## config.mk

```make
export PLATFORM = sky130hd
export DESIGN_NAME = stable_sorted_pass_table_unit
export DESIGN_NICKNAME = d
export VERILOG_FILES = /design/src/sspt_pkg.sv /design/src/sspt_entry_ram.sv /design/src/sspt_rsp_reg.sv /design/src/sspt_seq.sv /design/src/stable_sorted_pass_table_unit.sv
export SDC_FILE = /design/constraint.sdc
export NUM_CORES = 2
export LEC_CHECK = 0
export BUFFER_PORTS_ARGS = -buffer_cell sky130_fd_sc_hd__buf_4
export CAP_MARGIN = 40
export CORE_AREA = 2 2 459 461
export DETAILED_ROUTE_END_ITERATION = 8
export DIE_AREA = 0 0 461 463
export GPL_TIMING_DRIVEN = 0
export PLACE_DENSITY = 0.64
export SLEW_MARGIN = 20
export SYNTH_ARGS = -nofsm -noshare
export SYNTH_HDL_FRONTEND = slang
export SYNTH_HIERARCHICAL = 1
export SYNTH_SLANG_ARGS = --single-unit
```

## constraint.sdc

```tcl
create_clock -name clock -period 6.2 [get_ports clock]
set_input_delay 1.24 -clock clock [delete_from_list [all_inputs] [get_ports clock]]
set_output_delay 1.24 -clock clock [all_outputs]
set_load 0.005 [all_outputs]
```

## src/sspt_pkg.sv

```systemverilog
// Shared types, constants and the key compare for the stable sorted pass table.
// Used by every module of the block; depends on nothing.
package sspt_pkg;

   localparam int CAPACITY    = 32;
   localparam int MAX_RESULTS = 32;
   localparam int ADDR_W      = $clog2(CAPACITY);
   localparam int CNT_W       = $clog2(CAPACITY + 1);
   localparam int RES_W       = $clog2(MAX_RESULTS + 1);

   localparam logic ACT_INSERT = 1'b0;
   localparam logic ACT_LIST   = 1'b1;

   localparam logic [1:0] STATUS_OK   = 2'd0;
   localparam logic [1:0] STATUS_FULL = 2'd1;
   localparam logic [1:0] STATUS_NONE = 2'd2;

   typedef struct packed {
      logic               action;
      logic [3:0]         entry_stage;
      logic signed [31:0] entry_order;
      logic [15:0]        tie_rank;
      logic [15:0]        pass_handle;
      logic [3:0]         query_stage;
   } req_type;

   typedef struct packed {
      logic [1:0]  status;
      logic [15:0] handle_out;
      logic        last;
      logic [5:0]  entry_count;
   } rsp_type;

   typedef struct packed {
      logic [3:0]         stage;
      logic signed [31:0] order;
      logic [15:0]        tie;
      logic [15:0]        handle;
   } entry_type;

   typedef struct packed {
      logic              wr_en;
      logic [ADDR_W-1:0] wr_addr;
      entry_type         wr_data;
      logic              rd_en;
      logic [ADDR_W-1:0] rd_addr;
   } mem_req_type;

   typedef struct packed {
      logic    vld;
      rsp_type rsp;
   } emit_type;

   // a sorts strictly before b: stage, then signed order, then tie rank
   function automatic logic key_less(entry_type a, entry_type b);
      logic lt;
      if (a.stage != b.stage) begin
         lt = (a.stage < b.stage);
      end else if (a.order != b.order) begin
         lt = (a.order < b.order);
      end else begin
         lt = (a.tie < b.tie);
      end
      return lt;
   endfunction

endpackage

```

## src/sspt_entry_ram.sv

```systemverilog
// Entry store of the table: one write port, one registered read port.
// Depends on sspt_pkg for the entry and request types.
module sspt_entry_ram
   import sspt_pkg::*;
(
   input  logic        clock,
   input  mem_req_type mem_req,
   output entry_type   rd_data
);

   entry_type mem [CAPACITY];
   entry_type rd_data_ff;

   always_ff @(posedge clock) begin
      if (mem_req.wr_en) begin
         mem[mem_req.wr_addr] <= mem_req.wr_data;
      end
      if (mem_req.rd_en) begin
         rd_data_ff <= mem[mem_req.rd_addr];
      end
   end

   assign rd_data = rd_data_ff;

endmodule

```

## src/sspt_rsp_reg.sv

```systemverilog
// Output register of the result channel; gives the sequencer slot_free from rsp_stall.
// Depends on sspt_pkg for the result types.
module sspt_rsp_reg
   import sspt_pkg::*;
(
   input  logic     clock,
   input  logic     reset,
   input  emit_type emit,
   output logic     slot_free,
   output logic     rsp_valid,
   input  logic     rsp_stall,
   output rsp_type  rsp_data
);

   logic    valid_ff;
   rsp_type data_ff;

   assign slot_free = !valid_ff || !rsp_stall;

   always_ff @(posedge clock) begin
      if (reset) begin
         valid_ff <= 1'b0;
      end else if (emit.vld) begin
         valid_ff <= 1'b1;
      end else if (!rsp_stall) begin
         valid_ff <= 1'b0;
      end
   end

   always_ff @(posedge clock) begin
      if (emit.vld) begin
         data_ff <= emit.rsp;
      end
   end

   assign rsp_valid = valid_ff;
   assign rsp_data  = data_ff;

endmodule

```

## src/sspt_seq.sv

```systemverilog
// Sequencer: insert walk (shift up from the tail) and list scan over the entry store.
// Depends on sspt_pkg; drives sspt_entry_ram and sspt_rsp_reg.
module sspt_seq
   import sspt_pkg::*;
(
   input  logic        clock,
   input  logic        reset,
   input  logic        req_valid,
   output logic        req_stall,
   input  req_type     req_data,
   output mem_req_type mem_req,
   input  entry_type   rd_data,
   input  logic        slot_free,
   output emit_type    emit
);

   localparam logic [2:0] ST_IDLE  = 3'd0;
   localparam logic [2:0] ST_SCAN  = 3'd1;
   localparam logic [2:0] ST_INS   = 3'd2;
   localparam logic [2:0] ST_PUT   = 3'd3;
   localparam logic [2:0] ST_FINAL = 3'd4;

   logic [2:0]        state_ff, state_in;
   logic [CNT_W-1:0]  held_ff, held_in;
   logic [ADDR_W-1:0] pos_ff, pos_in;
   entry_type         new_ff, new_in;
   logic [3:0]        query_ff, query_in;
   logic [CNT_W-1:0]  idx_ff, idx_in;
   logic              pend_ff, pend_in;
   logic [15:0]       pend_handle_ff, pend_handle_in;
   logic [RES_W-1:0]  nmatch_ff, nmatch_in;
   logic [1:0]        fin_status_ff, fin_status_in;
   logic [15:0]       fin_handle_ff, fin_handle_in;

   logic      accept;
   logic      match;
   logic      can_go;
   entry_type req_entry;

   assign accept = req_valid && (state_ff == ST_IDLE);
   assign req_stall = (state_ff != ST_IDLE);

   assign req_entry.stage  = req_data.entry_stage;
   assign req_entry.order  = req_data.entry_order;
   assign req_entry.tie    = req_data.tie_rank;
   assign req_entry.handle = req_data.pass_handle;

   assign match  = (rd_data.stage == query_ff);
   // a second match pushes the held one out, which needs the output slot
   assign can_go = !(match && pend_ff) || slot_free;

   always_comb begin
      state_in       = state_ff;
      held_in        = held_ff;
      pos_in         = pos_ff;
      new_in         = new_ff;
      query_in       = query_ff;
      idx_in         = idx_ff;
      pend_in        = pend_ff;
      pend_handle_in = pend_handle_ff;
      nmatch_in      = nmatch_ff;
      fin_status_in  = fin_status_ff;
      fin_handle_in  = fin_handle_ff;
      mem_req        = '0;
      emit           = '0;
      emit.rsp.entry_count = 6'(held_ff);

      unique case (state_ff)
         ST_IDLE: begin
            if (accept) begin
               new_in        = req_entry;
               query_in      = req_data.query_stage;
               pend_in       = 1'b0;
               nmatch_in     = '0;
               fin_handle_in = '0;
               if (req_data.action == ACT_LIST) begin
                  if (held_ff == '0) begin
                     fin_status_in = STATUS_NONE;
                     state_in      = ST_FINAL;
                  end else begin
                     mem_req.rd_en   = 1'b1;
                     mem_req.rd_addr = '0;
                     idx_in          = CNT_W'(1);
                     state_in        = ST_SCAN;
                  end
               end else if (held_ff == CNT_W'(CAPACITY)) begin
                  fin_status_in = STATUS_FULL;
                  state_in      = ST_FINAL;
               end else if (held_ff == '0) begin
                  mem_req.wr_en   = 1'b1;
                  mem_req.wr_addr = '0;
                  mem_req.wr_data = req_entry;
                  held_in         = CNT_W'(1);
                  fin_status_in   = STATUS_OK;
                  state_in        = ST_FINAL;
               end else begin
                  pos_in          = ADDR_W'(held_ff);
                  mem_req.rd_en   = 1'b1;
                  mem_req.rd_addr = ADDR_W'(held_ff - CNT_W'(1));
                  state_in        = ST_INS;
               end
            end
         end

         ST_INS: begin
            // reads pos-2 while writing pos: the two never hit the same entry
            mem_req.wr_en   = 1'b1;
            mem_req.wr_addr = pos_ff;
            if (key_less(new_ff, rd_data)) begin
               mem_req.wr_data = rd_data;
               pos_in          = pos_ff - ADDR_W'(1);
               if (pos_ff == ADDR_W'(1)) begin
                  state_in = ST_PUT;
               end else begin
                  mem_req.rd_en   = 1'b1;
                  mem_req.rd_addr = pos_ff - ADDR_W'(2);
               end
            end else begin
               mem_req.wr_data = new_ff;
               held_in         = held_ff + CNT_W'(1);
               fin_status_in   = STATUS_OK;
               state_in        = ST_FINAL;
            end
         end

         ST_PUT: begin
            mem_req.wr_en   = 1'b1;
            mem_req.wr_addr = pos_ff;
            mem_req.wr_data = new_ff;
            held_in         = held_ff + CNT_W'(1);
            fin_status_in   = STATUS_OK;
            state_in        = ST_FINAL;
         end

         ST_SCAN: begin
            if (can_go) begin
               if (match) begin
                  if (pend_ff) begin
                     emit.vld             = 1'b1;
                     emit.rsp.status      = STATUS_OK;
                     emit.rsp.handle_out  = pend_handle_ff;
                     emit.rsp.last        = 1'b0;
                  end
                  pend_in        = 1'b1;
                  pend_handle_in = rd_data.handle;
                  nmatch_in      = nmatch_ff + RES_W'(1);
               end
               if ((idx_ff == held_ff) ||
                   (match && (nmatch_ff + RES_W'(1) == RES_W'(MAX_RESULTS)))) begin
                  fin_status_in = pend_in ? STATUS_OK : STATUS_NONE;
                  fin_handle_in = pend_in ? pend_handle_in : 16'd0;
                  state_in      = ST_FINAL;
               end else begin
                  mem_req.rd_en   = 1'b1;
                  mem_req.rd_addr = ADDR_W'(idx_ff);
                  idx_in          = idx_ff + CNT_W'(1);
               end
            end
         end

         ST_FINAL: begin
            emit.vld            = slot_free;
            emit.rsp.status     = fin_status_ff;
            emit.rsp.handle_out = fin_handle_ff;
            emit.rsp.last       = 1'b1;
            if (slot_free) begin
               state_in = ST_IDLE;
            end
         end

         default: begin
            state_in = ST_IDLE;
         end
      endcase
   end

   always_ff @(posedge clock) begin
      if (reset) begin
         state_ff <= ST_IDLE;
         held_ff  <= '0;
         pend_ff  <= 1'b0;
      end else begin
         state_ff <= state_in;
         held_ff  <= held_in;
         pend_ff  <= pend_in;
      end
   end

   always_ff @(posedge clock) begin
      pos_ff         <= pos_in;
      new_ff         <= new_in;
      query_ff       <= query_in;
      idx_ff         <= idx_in;
      pend_handle_ff <= pend_handle_in;
      nmatch_ff      <= nmatch_in;
      fin_status_ff  <= fin_status_in;
      fin_handle_ff  <= fin_handle_in;
   end

endmodule

```

## src/stable_sorted_pass_table_unit.sv

```systemverilog
// Top level of the stable sorted pass table: entry store, sequencer, output register.
// Depends on sspt_pkg, sspt_entry_ram, sspt_seq and sspt_rsp_reg.
//
// Keeps up to CAPACITY entries sorted by (stage, signed order, tie rank); equal keys stay
// in arrival order. One item is worked at a time; req_stall is high while it is in flight.
// An insert into a non-empty table shifts each entry with a larger key up one place from
// the tail and then writes the new one; into an empty table it writes at once. A list walks
// the held entries and gives one result per matching entry, the last one flagged, or a
// single none-found result. Both walk the entry store through its single read port, one
// entry per cycle unless a list scan waits for a free output slot. Inserting into a full
// table returns a full status and leaves the table as it was. No clearing pass after reset.
module stable_sorted_pass_table_unit
   import sspt_pkg::*;
(
   input  logic    clock,
   input  logic    reset,
   input  logic    req_valid,
   output logic    req_stall,
   input  req_type req_data,
   output logic    rsp_valid,
   input  logic    rsp_stall,
   output rsp_type rsp_data
);

   mem_req_type mem_req;
   entry_type   rd_data;
   emit_type    emit;
   logic        slot_free;

   sspt_entry_ram u_ram (
      .clock   (clock),
      .mem_req (mem_req),
      .rd_data (rd_data)
   );

   sspt_seq u_seq (
      .clock     (clock),
      .reset     (reset),
      .req_valid (req_valid),
      .req_stall (req_stall),
      .req_data  (req_data),
      .mem_req   (mem_req),
      .rd_data   (rd_data),
      .slot_free (slot_free),
      .emit      (emit)
   );

   sspt_rsp_reg u_rsp (
      .clock     (clock),
      .reset     (reset),
      .emit      (emit),
      .slot_free (slot_free),
      .rsp_valid (rsp_valid),
      .rsp_stall (rsp_stall),
      .rsp_data  (rsp_data)
   );

   a_full_count: assert property (@(posedge clock) disable iff (reset)
      (rsp_valid && rsp_data.status == STATUS_FULL) |-> rsp_data.entry_count == 6'(CAPACITY))
      else $error("full status with a count other than capacity");

   a_more_is_ok: assert property (@(posedge clock) disable iff (reset)
      (rsp_valid && !rsp_data.last) |-> rsp_data.status == STATUS_OK)
      else $error("non-final result without ok status");

   a_busy_after_accept: assert property (@(posedge clock) disable iff (reset)
      (req_valid && !req_stall) |=> req_stall)
      else $error("item accepted while another is in flight");

   a_none_clean: assert property (@(posedge clock) disable iff (reset)
      (rsp_valid && rsp_data.status != STATUS_OK && rsp_data.status != STATUS_FULL)
         |-> (rsp_data.last && rsp_data.handle_out == 16'd0))
      else $error("none-found result not final or carries a handle");

endmodule
```

After elaboration in Yosys (flattened, before gate mapping). Memory sizes are Yosys's and may differ from the RTL's. A register that Yosys moved wholly into a read port is not among the register bits. Index checks and enable logic that the tools add are counted.

Flip-flop bits (word level): 159. Logic and storage cells: 163. Input port bits: 77. Output and inout bits: 27. Bits in writable memories: 2176. Memories kept: 1.

Equal/unequal tests: 28. Magnitude comparators: 3. Reductions and logical operators: 26. Muxes and demuxes: 80. Add/subtract/negate cells: 6.

Memory list: u_ram.mem (depth 32, bits a word 68, rd ports 1, clocked after memory_dff 1, wr ports 1, RTL line sspt_entry_ram.sv:11) `entry_type mem [CAPACITY];`.

Operators by type and width (number): 74-bit one-hot mux with 3 select lines (1); 80-bit 2-to-1 mux (2); 74-bit 2-to-1 mux (2); 6-bit 2-to-1 mux (20); 16-bit 2-to-1 mux (5); 68-bit 2-to-1 mux (1); 20-bit 2-to-1 mux (3); 20-bit one-hot mux with 2 select lines (1); 6-bit one-hot mux with 3 select lines (2); 32-bit < comparator (1); 32-bit != test (1); 16-bit one-hot mux with 2 select lines (1); 3-bit 2-to-1 mux (10); 5-bit 2-to-1 mux (5); 6-bit one-hot mux with 2 select lines (2); 6-bit by 1-bit adder with 6-bit output, second input constant (3); 2-bit 2-to-1 mux (9); 6-bit AND reduction (3); 16-bit < comparator (1); 3-bit one-hot mux with 5 select lines (1); 2-bit by 1-bit != test with 1-bit output, second input constant (7); 2-bit != test, second input constant (7); 6-bit equality test, second input constant (2); 1-bit 2-to-1 mux (12); other kinds (27) (41).

Depth between registers and ports, before layout.
Depth in word-level cells: 10. Mapped depth: 21. Mapped depth without buffers: 14.

Modules after synthesis. The synthesis kept the hierarchy.

By module, submodules not included: sspt_entry_ram (instances 1, seq. area each 67384.6 um2, area each 84557.3 um2, cells each 3286); sspt_seq (instances 1, seq. area each 3893.7 um2, area each 8052.7 um2, cells each 816); sspt_rsp_reg (instances 1, seq. area each 770.7 um2, area each 783.3 um2, cells each 29).

Least setup slack after synthesis. No wires, ideal clock.

Kind: input to register. From: in req_data[72] (netlist name). To: mem u_ram/mem[12][0] (netlist name), enable pin. Data required time: 5705 ps. Path slack: 167 ps. Setup time: 495 ps. Arrival: 5538 ps. Stages: 7. Buffers on the path: 2. Cell sequence: clkbuf_1 -> nor4_2 -> nor2_1 -> inv_1 -> or3b_2 -> clkbuf_1 -> nor2_1.

RTL lines: start: declaration (RTL line stable_sorted_pass_table_unit.sv:19) `input req_type req_data,`; end: declaration (RTL line sspt_entry_ram.sv:11).

==> impl_metrics.xml <==
<?xml version="1.0" encoding="UTF-8"?>
<metrics>
  <group name="synth">
    <metric name="synthesis.instances" unit="">4131</metric>
    <metric name="yosysUniqueCellTypes" unit="">65</metric>
    <metric name="post_synth.cell_area_avg" unit="um2">22.6</metric>
    <metric name="synth-edff-count" unit="">2392</metric>
    <metric name="dominantRegCellSynth" unit="">sky130_fd_sc_hd__edfxtp_1</metric>
    <metric name="async_reset_ff_share" unit="%">0</metric>
    <metric name="synth_fp_nets" unit="">4268</metric>
    <metric name="number_of_storage_elements_in_the_synthesis_netlist" unit="">2403</metric>
    <metric name="synth_seq_area_share" unit="%">77.1</metric>
    <metric name="synthesis.area" unit="mm2">0.0934</metric>
    <metric name="ys_warn_count" unit="">6</metric>
  </group>
  <group name="status">
    <metric name="status" unit="">finished, violations left</metric>
    <metric name="violated_checks" unit="">setup timing</metric>
  </group>
  <group name="clock_network">
    <metric name="clock_insertion_delay_worst_skew" unit="ns">0.88</metric>
    <metric name="tritoncts" unit="">built</metric>
    <metric name="ctsRootBufferMaster" unit="">sky130_fd_sc_hd__clkbuf_16</metric>
    <metric name="ctsLongestPathBuffers" unit="">3</metric>
    <metric name="cts_buffers" unit="">232</metric>
    <metric name="clkTransAtPathRegs" unit="ns">0.07</metric>
    <metric name="clock-sinks" unit="">2403</metric>
    <metric name="htreeDepth" unit="">4</metric>
    <metric name="ctsHoldBuffers" unit="">0</metric>
  </group>
  <group name="job">
    <metric name="max_cap_viols" unit="">0</metric>
  </group>
  <group name="worst_setup_path">
    <metric name="critical_path.endpoint_type" unit="">flip-flop</metric>
    <metric name="timing.critical_path.mode_cell" unit="">sky130_fd_sc_hd__buf_2</metric>
    <metric name="cp.required" unit="ns">6.78</metric>
    <metric name="master_of_the_slowest_instance_on_the_critical_path" unit="">sky130_fd_sc_hd__edfxtp_1</metric>
    <metric name="cp_max_fo" unit="">10</metric>
    <metric name="critical_path.cell_chain" unit="">inv_1 -&gt; ha_1 -&gt; a21oi_1 -&gt; nand2_1 -&gt; a221o_1 -&gt; o31a_2 -&gt; nor4b_2 -&gt; o31a_1 -&gt; clkbuf_4 -&gt; o41ai_2 -&gt; clkbuf_4 -&gt; o221ai_2 -&gt; buf_2 -&gt; buf_2 -&gt; buf_4 -&gt; buf_4 -&gt; buf_2 -&gt; buf_8 -&gt; mux2_2</metric>
    <metric name="arrival_time_at_the_worst_endpoint" unit="ns">6.84</metric>
    <metric name="reg2reg_slack" unit="ns">-0.05</metric>
    <metric name="timing.critical_path.buf_inv" unit="">9</metric>
    <metric name="crit_family" unit="">buffers and inverters</metric>
    <metric name="start_kind" unit="">flip-flop</metric>
    <metric name="timing.critical_path.slowest_cell_delay" unit="ns">0.54</metric>
    <metric name="worstSetupPathType" unit="">flip-flop to flip-flop</metric>
  </group>
  <group name="power_and_ir_drop">
    <metric name="worst_ir_drop_vdd" unit="mV">0.306</metric>
    <metric name="static_leakage" unit="nW">35.5</metric>
    <metric name="power_density" unit="mW/mm2">364</metric>
  </group>
  <group name="floorplan">
    <metric name="coreArea" unit="mm2">0.209</metric>
    <metric name="fp.dieW" unit="um">461</metric>
    <metric name="die_height" unit="um">463</metric>
    <metric name="initial_core_util" unit="%">44.8</metric>
    <metric name="rows" unit="">168</metric>
    <metric name="num_io_pins" unit="">104</metric>
    <metric name="dieArea" unit="mm2">0.213</metric>
  </group>
  <group name="placement">
    <metric name="post_detailed_placement_half_perimeter_wirelength" unit="um">182000</metric>
    <metric name="dp_cells" unit="">7271</metric>
    <metric name="port-buffer-count" unit="">102</metric>
    <metric name="gpl.final_weighted_congestion" unit="">0.812</metric>
  </group>
  <group name="sta">
    <metric name="count_of_final_setup_violators" unit="">4</metric>
    <metric name="timing.hold.ws" unit="ns">0.442</metric>
    <metric name="postLayoutSetupSlackWorst" unit="ns">-0.0540</metric>
    <metric name="final_hold_viol_count" unit="">0</metric>
    <metric name="rsz0062_at_grt" unit="">false</metric>
    <metric name="max_freq" unit="GHz">0.160</metric>
    <metric name="final_count_of_pins_violating_max_slew" unit="">0</metric>
    <metric name="skew" unit="ns">0.0463</metric>
    <metric name="max_slew_margin" unit="%">41.5</metric>
    <metric name="tightest_slew" unit="ns">0.870</metric>
    <metric name="tcrit_tclk_final" unit="%">101</metric>
    <metric name="finalCriticalPeriod" unit="ns">6.25</metric>
  </group>
  <group name="cells_and_area">
    <metric name="flow.area_growth_from_synthesis" unit="%">19.3</metric>
    <metric name="drive_gt1_share" unit="%">33.4</metric>
    <metric name="final_nets" unit="">4892</metric>
    <metric name="stdcell_count" unit="">7771</metric>
  </group>
  <group name="grt">
    <metric name="groute.usage.overall" unit="%">24.9</metric>
    <metric name="grt_pass1_vias" unit="">46770</metric>
    <metric name="global_route_wire_length_before_repair" unit="um">367000</metric>
    <metric name="antenna_found_initial" unit="">6</metric>
    <metric name="globalRoute.totalOverflow" unit="">0</metric>
    <metric name="grt_max_degree" unit="">51</metric>
  </group>
  <group name="detailed_routing">
    <metric name="drt_wl_total" unit="um">267000</metric>
    <metric name="detailroute.via_count" unit="">48203</metric>
    <metric name="viasPerCell" unit="">6.20</metric>
    <metric name="final_antenna_net_count" unit="">0</metric>
    <metric name="post_drt_wl_per_cell" unit="um">34.4</metric>
    <metric name="drt_first_pass_iters" unit="">6</metric>
    <metric name="detailedRoute.firstIterationViolations" unit="">7408</metric>
    <metric name="drt_drc_violations_left" unit="">0</metric>
  </group>
  <group name="hold_path">
    <metric name="worst_hold_path_type" unit="">flip-flop to flip-flop</metric>
  </group>
</metrics>
[per-stage QoR]
| step | power, W | setup TNS [ns] | cell area [um2] | util (%) | setup slack (ns) |
|---|---|---|---|---|---|
| after floorplan | 0.0235 | 0 | 93400 | - | 0.167 |
| after global placement | 0.0259 | - | 97700 | 46.8 | -6.25 |
| after detailed placement | 0.0263 | -37.00 | 103000 | 49.2 | -0.925 |
| after CTS | 0.0405 | 0 | 111000 | 53.0 | 0.0117 |
| after global routing | 0.0417 | 0 | 111000 | 53.4 | 0.00454 |
| final | 0.0405 | -0.180 | 111000 | 53.4 | -0.0540 |
[layout by cell type (no fill, tap or decap), types with 7 or more instances in the layout]
cell,instances
sky130_fd_sc_hd__edfxtp_1,2392
sky130_fd_sc_hd__mux4_2,640
sky130_fd_sc_hd__clkbuf_16,234
sky130_fd_sc_hd__nand2_1,174
sky130_fd_sc_hd__buf_4,144
sky130_fd_sc_hd__clkbuf_1,115
sky130_fd_sc_hd__buf_12,105
sky130_fd_sc_hd__mux2_2,93
sky130_fd_sc_hd__buf_8,81
sky130_fd_sc_hd__a22oi_1,72
sky130_fd_sc_hd__inv_1,65
sky130_fd_sc_hd__buf_16,63
sky130_fd_sc_hd__ha_1,59
sky130_fd_sc_hd__clkinv_1,56
sky130_fd_sc_hd__nor2_1,55
sky130_fd_sc_hd__buf_6,43
sky130_fd_sc_hd__clkbuf_2,41
sky130_fd_sc_hd__buf_2,41
sky130_fd_sc_hd__clkinv_2,39
sky130_fd_sc_hd__mux2i_1,39
sky130_fd_sc_hd__nor2_4,32
sky130_fd_sc_hd__a21oi_1,31
sky130_fd_sc_hd__bufinv_16,29
sky130_fd_sc_hd__nor2b_1,23
sky130_fd_sc_hd__o21ai_0,22
sky130_fd_sc_hd__nand3_1,17
sky130_fd_sc_hd__a22o_1,16
sky130_fd_sc_hd__clkbuf_4,15
sky130_fd_sc_hd__xor2_1,15
sky130_fd_sc_hd__o22ai_1,13
sky130_fd_sc_hd__nor3_1,13
sky130_fd_sc_hd__nand4_1,12
sky130_fd_sc_hd__dfxtp_1,11
sky130_fd_sc_hd__xnor2_1,10
sky130_fd_sc_hd__clkinvlp_4,7
sky130_fd_sc_hd__a221oi_1,7
[sequential cells by signal, summed over array words and instances (netlist names)]
name and flops:
u_ram/mem 2176, u_ram/rd_data 68, u_rsp/rsp_data 25, u_rsp/rsp_valid 1, u_seq/fin_handle_ff 16, u_seq/fin_status_ff 2
u_seq/held_ff 6, u_seq/idx_ff 6, u_seq/new_ff 68, u_seq/nmatch_ff 6, u_seq/pend_ff 1, u_seq/pend_handle_ff 16
u_seq/pos_ff 5, u_seq/query_ff 4, u_seq/state_ff 3
[power by group]
| part | total [W] | leakage, nW | internal (W) | switching, W |
|---|---|---|---|---|
| Sequential | 0.0191 | 22.1 | 0.0188 | 0.000246 |
| Combinational | 0.00715 | 9.65 | 0.00308 | 0.00407 |
| Clock | 0.0143 | 3.73 | 0.00819 | 0.00613 |
| Total | 0.0405 | 35.5 | 0.0301 | 0.0104 |
[worst register-to-register path, delay by kind of cell (launching register included)]
family | cells | cell delay, ns
adders and majority gates | 1 | 0.34
muxes | 1 | 0.35
DFF | 1 | 0.54
AOI/OAI and AO/OA | 6 | 1.71
and+or+nand+nor | 2 | 0.39
buffers and inverters | 9 | 2.63
[path summary, 6_finish.rpt]
path / startpoint / endpoint / cells past startpoint
hold / removal: u_seq/held_ff[2] / u_rsp/rsp_data[2] / 0
hold reg to reg: u_seq/held_ff[2] / u_rsp/rsp_data[2] / 0
setup reg to reg: u_ram/rd_data[46] / u_ram/rd_data[12] / 19
setup / recovery: u_ram/rd_data[46] / u_ram/rd_data[12] / 19
[synthesized netlist by cell type, types with 11 or more instances]
cell type / count / share of area, %
sky130_fd_sc_hd__a21oi_1: 32 / 0.17
sky130_fd_sc_hd__inv_1: 66 / 0.27
sky130_fd_sc_hd__clkbuf_1: 106 / 0.43
sky130_fd_sc_hd__mux2i_1: 40 / 0.43
sky130_fd_sc_hd__a22oi_1: 72 / 0.58
sky130_fd_sc_hd__nand3_1: 18 / 0.096
sky130_fd_sc_hd__nand4_1: 12 / 0.080
sky130_fd_sc_hd__o21ai_0: 23 / 0.12
sky130_fd_sc_hd__xor2_1: 15 / 0.14
sky130_fd_sc_hd__buf_4: 19 / 0.15
sky130_fd_sc_hd__nor2_1: 89 / 0.36
sky130_fd_sc_hd__mux4_2: 640 / 15
sky130_fd_sc_hd__a22o_1: 16 / 0.15
sky130_fd_sc_hd__ha_1: 60 / 0.80
sky130_fd_sc_hd__a221oi_1: 13 / 0.12
sky130_fd_sc_hd__buf_1: 12 / 0.048
sky130_fd_sc_hd__nor3_1: 13 / 0.070
sky130_fd_sc_hd__nand2_1: 175 / 0.70
sky130_fd_sc_hd__nor2b_1: 24 / 0.16
sky130_fd_sc_hd__o22ai_1: 13 / 0.087
sky130_fd_sc_hd__dfxtp_1: 11 / 0.24
sky130_fd_sc_hd__mux2_2: 93 / 1.1
sky130_fd_sc_hd__buf_2: 64 / 0.34
sky130_fd_sc_hd__edfxtp_1: 2392 / 77
[layout make-up]
cell class,count,area [um2]
Clock buffer,294,6110
Buffer,205,1150
Clock inverter,146,1570
Multi-Input combinational cell,1455,20500
Tap cell,2805,3510
Antenna cell,5,12.5
Inverter,67,256
Timing Repair Buffer,391,6240
Fill cell,15702,97100
Sequential cell,2403,72000
[routing by layer]
metal	vias to the layer above	global-route usage (%)	share of wire, %	wire length [um]
li1	18770	-	-	-
met1	25843	35.4	38	103000
met2	3086	38.0	46	124000
met3	498	5.82	12	30800
met4	6	8.24	3.6	9670
met5	-	0	0.021	55
[cell families after synthesis]
| group | share of synthesized area, % |
|---|---|
| mux | 17.0 |
| xor+xnor | 0.234 |
| flops | 77.1 |
| fa+ha+maj | 0.804 |
| buf+inv | 1.30 |
| compound gates | 1.65 |
| simple gates | 1.86 |
[what timing repair did]
action / in CTS / in global routing
setup buffers: 0 / 1
pin swaps: 1 / 4
gates resized for setup: 68 / 27
setup endpoints to repair: 68 / 68
gates cloned: 0 / 0
Power figures use the tool's default switching activity.
